[src/rtl/core/lbps_pkg.sv]
`timescale 1ns / 1ps

package lbps_pkg;

    // table geometry
    localparam int PATTERNS = 16;
    localparam int SLOTS    = 4;

    localparam int PAT_AW = $clog2(PATTERNS);
    localparam int SLOT_W = $clog2(SLOTS);
    localparam int THR_AW = $clog2(PATTERNS * SLOTS);

    // field widths
    localparam int ACT_W    = 2;
    localparam int STATUS_W = 4;
    localparam int THR_W    = 8;
    localparam int PC_W     = 3;
    localparam int COLOR_W  = 3;
    localparam int ATTR_W   = PC_W + COLOR_W + 1;

    // command codes
    localparam logic [ACT_W-1:0] ACT_TICK   = 2'd0;
    localparam logic [ACT_W-1:0] ACT_SELECT = 2'd1;
    localparam logic [ACT_W-1:0] ACT_THR    = 2'd2;
    localparam logic [ACT_W-1:0] ACT_ATTR   = 2'd3;

    // fixed statuses
    localparam logic [STATUS_W-1:0] ST_OFF = 4'd0;
    localparam logic [STATUS_W-1:0] ST_ON  = 4'd1;

    localparam logic [COLOR_W-1:0] DRIVE_NONE = 3'd0;
    localparam logic [COLOR_W-1:0] DRIVE_ALL  = 3'd7;

    typedef struct packed {
        logic [ACT_W-1:0]    action;
        logic [STATUS_W-1:0] status;
        logic [1:0]          slot;
        logic [THR_W-1:0]    threshold;
        logic [PC_W-1:0]     phase_count;
        logic [COLOR_W-1:0]  color;
        logic                repeat_req;
    } cmd_word_t;

    typedef struct packed {
        logic [COLOR_W-1:0]  led_drive;
        logic [STATUS_W-1:0] current_status;
    } res_word_t;

    // threshold memory address of one pattern slot
    function automatic logic [THR_AW-1:0] thr_addr(
        input logic [STATUS_W-1:0] pat,
        input logic [SLOT_W-1:0]   ph
    );
        return THR_AW'(pat) * THR_AW'(SLOTS) + THR_AW'(ph);
    endfunction

endpackage

[src/rtl/core/lbps_ram.sv]
`timescale 1ns / 1ps

module lbps_ram #(
    parameter int WIDTH = 8,
    parameter int DEPTH = 16
) (
    input  logic                     clk,
    input  logic                     we,
    input  logic [$clog2(DEPTH)-1:0] waddr,
    input  logic [WIDTH-1:0]         wdata,
    input  logic [$clog2(DEPTH)-1:0] raddr,
    output logic [WIDTH-1:0]         rdata
);

    logic [WIDTH-1:0] mem_reg [DEPTH];
    logic [WIDTH-1:0] rdata_reg;

    // one write port, one registered read port
    always_ff @(posedge clk)
    begin
        if (we)
        begin
            mem_reg[waddr] <= wdata;
        end
        rdata_reg <= mem_reg[raddr];
    end

    assign rdata = rdata_reg;

endmodule

[src/rtl/core/led_blink_pattern_sequencer_top.sv]
`timescale 1ns / 1ps

// RGB LED blink-pattern player. Each command word is a tick (100 ms), a
// status select, a threshold write or a pattern attribute write; each gives
// one result word with the LED drive and the status in effect afterwards.
// Select, write and ticks in status off/on pass from acceptance through S_FIN
// to a registered result; a tick in a blinking status passes through S_ATTR,
// S_PHASE, S_LAST and S_FIN, set by three dependent reads of the pattern
// memories (attributes, phase threshold, last threshold), each read registered.
// A new command is taken while a result still waits on the output; a command
// finishes only once the output is free. Both pattern tables hold anything until written.
module led_blink_pattern_sequencer_top (
    input  logic                 clk,
    input  logic                 rst_n,
    input  logic                 cmd_valid,
    output logic                 cmd_stall,
    input  lbps_pkg::cmd_word_t  cmd,
    output logic                 res_valid,
    input  logic                 res_stall,
    output lbps_pkg::res_word_t  res
);

    import lbps_pkg::*;

    localparam logic [2:0] S_IDLE  = 3'd0;
    localparam logic [2:0] S_ATTR  = 3'd1;
    localparam logic [2:0] S_PHASE = 3'd2;
    localparam logic [2:0] S_LAST  = 3'd3;
    localparam logic [2:0] S_FIN   = 3'd4;

    localparam logic [PC_W-1:0] SLOTS_PC = PC_W'(SLOTS);

    logic [2:0]          state_reg, state_next;
    logic [STATUS_W-1:0] active_status_reg, active_status_next;
    logic [THR_W-1:0]    tick_count_reg, tick_count_next;
    logic [PC_W-1:0]     phase_index_reg, phase_index_next;
    logic [COLOR_W-1:0]  drive_bits_reg, drive_bits_next;
    logic [STATUS_W-1:0] pat_reg, pat_next;
    logic [PC_W-1:0]     pc_reg, pc_next;
    logic [COLOR_W-1:0]  color_reg, color_next;
    logic                rep_reg, rep_next;
    logic                res_valid_reg, res_valid_next;
    res_word_t           res_reg, res_next;

    logic                cmd_fire;
    logic                thr_we, attr_we;
    logic [THR_AW-1:0]   thr_waddr, thr_raddr;
    logic [THR_W-1:0]    thr_wdata, thr_rdata;
    logic [PAT_AW-1:0]   attr_waddr, attr_raddr;
    logic [ATTR_W-1:0]   attr_wdata, attr_rdata;

    logic [PC_W-1:0]     attr_pc, pc_eff, phase_eff, phase_inc, pc_last;
    logic [COLOR_W-1:0]  attr_color;
    logic                attr_rep;

    // pattern memories
    lbps_ram #(
        .WIDTH (THR_W),
        .DEPTH (PATTERNS * SLOTS)
    ) u_thr_ram (
        .clk   (clk),
        .we    (thr_we),
        .waddr (thr_waddr),
        .wdata (thr_wdata),
        .raddr (thr_raddr),
        .rdata (thr_rdata)
    );

    lbps_ram #(
        .WIDTH (ATTR_W),
        .DEPTH (PATTERNS)
    ) u_attr_ram (
        .clk   (clk),
        .we    (attr_we),
        .waddr (attr_waddr),
        .wdata (attr_wdata),
        .raddr (attr_raddr),
        .rdata (attr_rdata)
    );

    assign cmd_stall = (state_reg != S_IDLE);
    assign cmd_fire  = cmd_valid && !cmd_stall;
    assign res_valid = res_valid_reg;
    assign res       = res_reg;

    // attribute decode with phase count clamped to 1..SLOTS
    assign attr_pc    = attr_rdata[PC_W-1:0];
    assign attr_color = attr_rdata[PC_W +: COLOR_W];
    assign attr_rep   = attr_rdata[ATTR_W-1];
    assign pc_eff     = (attr_pc == '0) ? PC_W'(1) :
                        ((attr_pc > SLOTS_PC) ? SLOTS_PC : attr_pc);
    assign phase_eff  = (phase_index_reg >= pc_eff) ? '0 : phase_index_reg;
    assign phase_inc  = phase_index_reg + PC_W'(1);
    assign pc_last    = pc_reg - PC_W'(1);

    // command sequencer
    always_comb
    begin
        state_next         = state_reg;
        active_status_next = active_status_reg;
        tick_count_next    = tick_count_reg;
        phase_index_next   = phase_index_reg;
        drive_bits_next    = drive_bits_reg;
        pat_next           = pat_reg;
        pc_next            = pc_reg;
        color_next         = color_reg;
        rep_next           = rep_reg;
        res_next           = res_reg;
        res_valid_next     = res_valid_reg && res_stall;

        thr_we     = 1'b0;
        thr_waddr  = thr_addr(cmd.status, cmd.slot[SLOT_W-1:0]);
        thr_wdata  = cmd.threshold;
        attr_we    = 1'b0;
        attr_waddr = cmd.status[PAT_AW-1:0];
        attr_wdata = {cmd.repeat_req, cmd.color, cmd.phase_count};
        attr_raddr = active_status_reg[PAT_AW-1:0];
        thr_raddr  = thr_addr(pat_reg, phase_index_reg[SLOT_W-1:0]);

        unique case (state_reg)
            S_IDLE:
            begin
                if (cmd_fire)
                begin
                    pat_next   = active_status_reg;
                    state_next = S_FIN;
                    unique case (cmd.action)
                        ACT_TICK:
                        begin
                            if (active_status_reg == ST_OFF)
                            begin
                                drive_bits_next = DRIVE_NONE;
                            end
                            else if (active_status_reg == ST_ON)
                            begin
                                drive_bits_next = DRIVE_ALL;
                            end
                            else if (active_status_reg < PATTERNS)
                            begin
                                state_next = S_ATTR;
                            end
                        end
                        ACT_SELECT:
                        begin
                            if (cmd.status < PATTERNS && cmd.status != active_status_reg)
                            begin
                                active_status_next = cmd.status;
                                tick_count_next    = '0;
                                phase_index_next   = '0;
                            end
                        end
                        ACT_THR:
                        begin
                            thr_we = (cmd.status < PATTERNS) && (cmd.slot < SLOTS);
                        end
                        ACT_ATTR:
                        begin
                            attr_we = (cmd.status < PATTERNS);
                        end
                    endcase
                end
            end
            // attributes in: clamp phase, fetch its threshold
            S_ATTR:
            begin
                pc_next          = pc_eff;
                color_next       = attr_color;
                rep_next         = attr_rep;
                phase_index_next = phase_eff;
                thr_raddr        = thr_addr(pat_reg, phase_eff[SLOT_W-1:0]);
                state_next       = S_PHASE;
            end
            // phase threshold in: drive or advance, fetch last threshold
            S_PHASE:
            begin
                if (tick_count_reg < thr_rdata)
                begin
                    drive_bits_next = phase_index_reg[0] ? DRIVE_NONE :
                                      (drive_bits_reg | color_reg);
                end
                else if (phase_inc >= pc_reg)
                begin
                    phase_index_next = '0;
                    if (!rep_reg)
                    begin
                        active_status_next = ST_OFF;
                    end
                end
                else
                begin
                    phase_index_next = phase_inc;
                end
                tick_count_next = tick_count_reg + THR_W'(1);
                thr_raddr       = thr_addr(pat_reg, pc_last[SLOT_W-1:0]);
                state_next      = S_LAST;
            end
            // last threshold in: wrap the counters
            S_LAST:
            begin
                if (tick_count_reg >= thr_rdata)
                begin
                    tick_count_next  = '0;
                    phase_index_next = '0;
                    if (!rep_reg)
                    begin
                        active_status_next = ST_OFF;
                    end
                end
                state_next = S_FIN;
            end
            // hand the result word over once the output is free
            S_FIN:
            begin
                if (!(res_valid_reg && res_stall))
                begin
                    res_valid_next          = 1'b1;
                    res_next.led_drive      = drive_bits_reg;
                    res_next.current_status = active_status_reg;
                    state_next              = S_IDLE;
                end
            end
            default:
            begin
                state_next = S_IDLE;
            end
        endcase
    end

    // control state
    always_ff @(posedge clk or negedge rst_n)
    begin
        if (!rst_n)
        begin
            state_reg         <= S_IDLE;
            active_status_reg <= ST_OFF;
            tick_count_reg    <= '0;
            phase_index_reg   <= '0;
            drive_bits_reg    <= DRIVE_NONE;
            res_valid_reg     <= 1'b0;
        end
        else
        begin
            state_reg         <= state_next;
            active_status_reg <= active_status_next;
            tick_count_reg    <= tick_count_next;
            phase_index_reg   <= phase_index_next;
            drive_bits_reg    <= drive_bits_next;
            res_valid_reg     <= res_valid_next;
        end
    end

    // working copies and result word
    always_ff @(posedge clk)
    begin
        pat_reg   <= pat_next;
        pc_reg    <= pc_next;
        color_reg <= color_next;
        rep_reg   <= rep_next;
        res_reg   <= res_next;
    end

`ifndef NO_ASSERTIONS
    // phase index never points past the slot table
    assert property (@(posedge clk) disable iff (!rst_n)
        phase_index_reg < SLOTS_PC)
        else $error("phase index beyond slot count");

    // active status always names a pattern entry
    assert property (@(posedge clk) disable iff (!rst_n)
        active_status_reg < PATTERNS)
        else $error("active status out of range");

    // a tick while off clears the drive
    assert property (@(posedge clk) disable iff (!rst_n)
        cmd_fire && cmd.action == ACT_TICK && active_status_reg == ST_OFF
        |=> drive_bits_reg == DRIVE_NONE)
        else $error("tick in off status left the drive on");

    // a finished result carries the state in effect
    assert property (@(posedge clk) disable iff (!rst_n)
        state_reg == S_FIN && !(res_valid_reg && res_stall)
        |=> res_valid_reg && res_reg.current_status == active_status_reg)
        else $error("result word does not match status");
`endif

endmodule
[config.mk]
export PLATFORM = sky130hd
export DESIGN_NAME = led_blink_pattern_sequencer_top
export DESIGN_NICKNAME = d
export VERILOG_FILES = /design/src/rtl/core/lbps_pkg.sv /design/src/rtl/core/lbps_ram.sv /design/src/rtl/core/led_blink_pattern_sequencer_top.sv
export SDC_FILE = /design/constraint.sdc
export NUM_CORES = 1
export LEC_CHECK = 0
export BUFFER_PORTS_ARGS = -buffer_cell sky130_fd_sc_hd__buf_2
export CORE_MARGIN = 3
export CORE_UTILIZATION = 57
export CTS_CLUSTER_SIZE = 30
export DETAILED_ROUTE_END_ITERATION = 8
export PLACE_DENSITY = 0.83
export SYNTH_ARGS = -nofsm -noshare
export SYNTH_HDL_FRONTEND = slang
export SYNTH_HIERARCHICAL = 1
export SYNTH_SLANG_ARGS = --single-unit
[constraint.sdc]
create_clock -name clk -period 4.35 [get_ports clk]
set_input_delay 0.435 -clock clk [delete_from_list [all_inputs] [get_ports clk]]
set_output_delay 0.435 -clock clk [all_outputs]
set_load 0.02 [all_outputs]
==> impl_metrics.ini <==
[power_and_ir_drop]
vdd_drop_max_mv = 0.451
p_leak_nw = 9.82
power.density_nw_per_um2 = 580
power_mw = 17.5

[floorplanning]
start_util_pct = 58.5
die_height_um = 223
pin_count = 36
die-area_um2 = 49800
die-width_um = 223
design.core.area_um2 = 46000
rows = 78

[sta]
hold_violations = 0
rsz0062_at_grt = false
fmax_mhz = 239
setup_tns_ns = 0
timing.hold.ws_ns = 0.0673
finalCritPeriodShare_pct = 96.3
finalClockSkew_ns = 0.0290
setup_violations = 0
period_minus_slack_ns = 4.19
slew_violations = 0
tightest_slew_ns = 1.30
slew_headroom_pct = 13.0

[drt]
drt_iter0_markers = 1952
vias = 14200
drt_wl_total_um = 61600
viasPerCell = 6.72
drc = 0
ant_nets = 0
first_pass_iters = 8
routedWlPerCell_um = 29.1

[clocking]
cts-root-buf = clkbuf_16
clk_pin_slew_ns = 0.06
cts_buffer_depth = 3
clock_latency_ns = 0.61
numCtsBuffers = 66
h-tree-depth = 3
cts_tree = done
clock_sinks = 679

[placed_design]
gp_congestion = 0.864
hpwl_um = 35500
io_buffers = 35

[worst_setup_path]
crit_required_ns = 4.82
arrival_ns = 4.65
cp_max_fo = 34
path_class = flip-flop to flip-flop
critPathCaptureType = flip-flop
start_kind = flip-flop

[synth]
syn_inst = 1353
synth-edff-count = 642
ys.flop_type = edfxtp_1
yosys_warnings = 6
synth_seq_cells = 679
yosysSeqAreaShare_pct = 74.9
syn-cell-area_um2 = 26900
yosysUniqueCellTypes = 61
synth-async-reset-ratio_pct = 3.24
syn_nets = 1396
yosys.area.top_type = edfxtp_1
synth_top_area_share_pct = 71.7
syn_avg_cell_area_um2 = 19.9
synthTopCellsByArea = edfxtp_1 (72%), mux4_2 (11%), dfrtp_1 (2.0%)

[finish]
antenna_cells = 0
drive_above_1_share_pct = 24.2
nFillCells = 2757
area_growth_pct = 12.4
final_cell_mix = edfxtp_1 (642), mux4_2 (137), nor2_1 (108), buf_4 (71), clkbuf_16 (68)
largest_reg_flops = 512
post-route-util_pct = 65.7
final_common_cell = edfxtp_1
nets = 1511

[min_path]
min_path_type = primary input to flip-flop

[run]
cap_violations = 0

[status]
status = finished clean

[grt]
grt_overflow_total = 0
grt_antenna_before_repair = 1
grt_max_degree = 68
grt_pass1_vias = 14600
grtUsageTotal_pct = 25.3
grt_pass1_wl_um = 92900
## metrics by stage
| step | cell area, um2 | cells | setup slack, ns |
|---|---|---|---|
| final | 30200 | 2118 | 0.162 |
| after floorplan | 26900 | 1353 | 1.09 |
| after global placement | 28000 | 1999 | 0.357 |
| after detailed placement | 28000 | 1999 | 0.136 |
| after global routing | 30200 | 2118 | 0.000703 |
| after CTS | 30200 | 2118 | 0.0405 |
## cell families after synthesis
kind of cell	after synthesis	share of synthesized area (%)
AOI/OAI and AO/OA	124	3.30
adders and majority gates	16	0.745
and+or+nand+nor	244	4.24
muxes	195	14.7
buffers and inverters	89	1.91
xor gates and xnor gates	6	0.195
DFF	679	74.9
## layout make-up
cell class | instances | area [um2] | share of cell area, %
clock buffers | 78 | 1740 | 5.76
clock inverters | 40 | 415 | 1.37
inverters | 24 | 90.1 | 0.298
multi-input cells | 585 | 6270 | 20.8
flip-flops and latches | 679 | 20100 | 66.6
well taps | 600 | 751 | 2.48
repair buffers | 112 | 818 | 2.71
## what timing repair did
item                                    CTS  global route
gates resized for setup                   0             3
endpoints found under the setup margin    0             2
buffers inserted                          0             0
hold endpoints to repair                 22             0
hold buffers                              1             0
## cells in the mapped netlist, types with 5 or more instances
library cell  instances
xor2_1                6
a22oi_1              17
nor2_1              108
o21ai_0              17
nor3_1               16
edfxtp_1            642
a31oi_1               7
a211oi_1              5
a21oi_1              15
dfxtp_1              15
buf_2                14
nand3b_1              5
mux4_1               17
o21a_1                9
nand2_1              42
o221ai_1              8
nor2b_1              18
mux2i_1              27
buf_4                13
buf_6                 7
ha_1                 16
clkbuf_1             22
a221oi_1              6
o22ai_1               8
mux4_2              137
buf_1                 5
nand3_1              18
inv_1                24
mux2_2               14
nand4_1               8
dfrtp_1              22
nand2b_1             13
## worst max-delay path: stages, from the launching register on
cell and delay (ns):
dfxtp_1 0.33, inv_1 0.04, a21oi_1 0.23, ha_1 0.30, nand2b_1 0.16, a21o_1 0.19
a211o_1 0.34, nand2_1 0.11, nand2_1 0.10, o21ai_4 0.13, buf_12 0.23, buf_12 0.30
mux4_2 0.54, nor2b_1 0.14, a2111oi_0 0.76, o41ai_1 0.14
## power breakdown
group	switching, mW	total (mW)	internal (mW)
Sequential	0.300	7.70	7.40
Combinational	2.27	4.12	1.86
Clock	2.41	5.72	3.30
## layer usage
metal	wire length, um	GRT usage (%)	vias to the layer above
li1	-	-	5782
met1	22500	34.3	7293
met2	30100	40.5	1005
met3	6620	5.89	162
met4	2290	9.91	0
met5	0	0	-
## final timing paths
path,slack [ns],to,from,depth (start not counted)
worst min register to register,0.41,color_reg[2],u_attr_ram/rdata[5],0
min in group asynchronous,0.33,active_status_reg[1],rst_n,2
worst min-delay path,0.07,res_valid,res_stall,3
worst max register to register,0.16,u_thr_ram/rdata[3],u_attr_ram/rdata[0],15
max in group asynchronous,3.66,tick_count_reg[6],rst_n,2
worst max-delay path,0.16,u_thr_ram/rdata[3],u_attr_ram/rdata[0],15
Note: power is estimated with default switching activity, not from simulation.
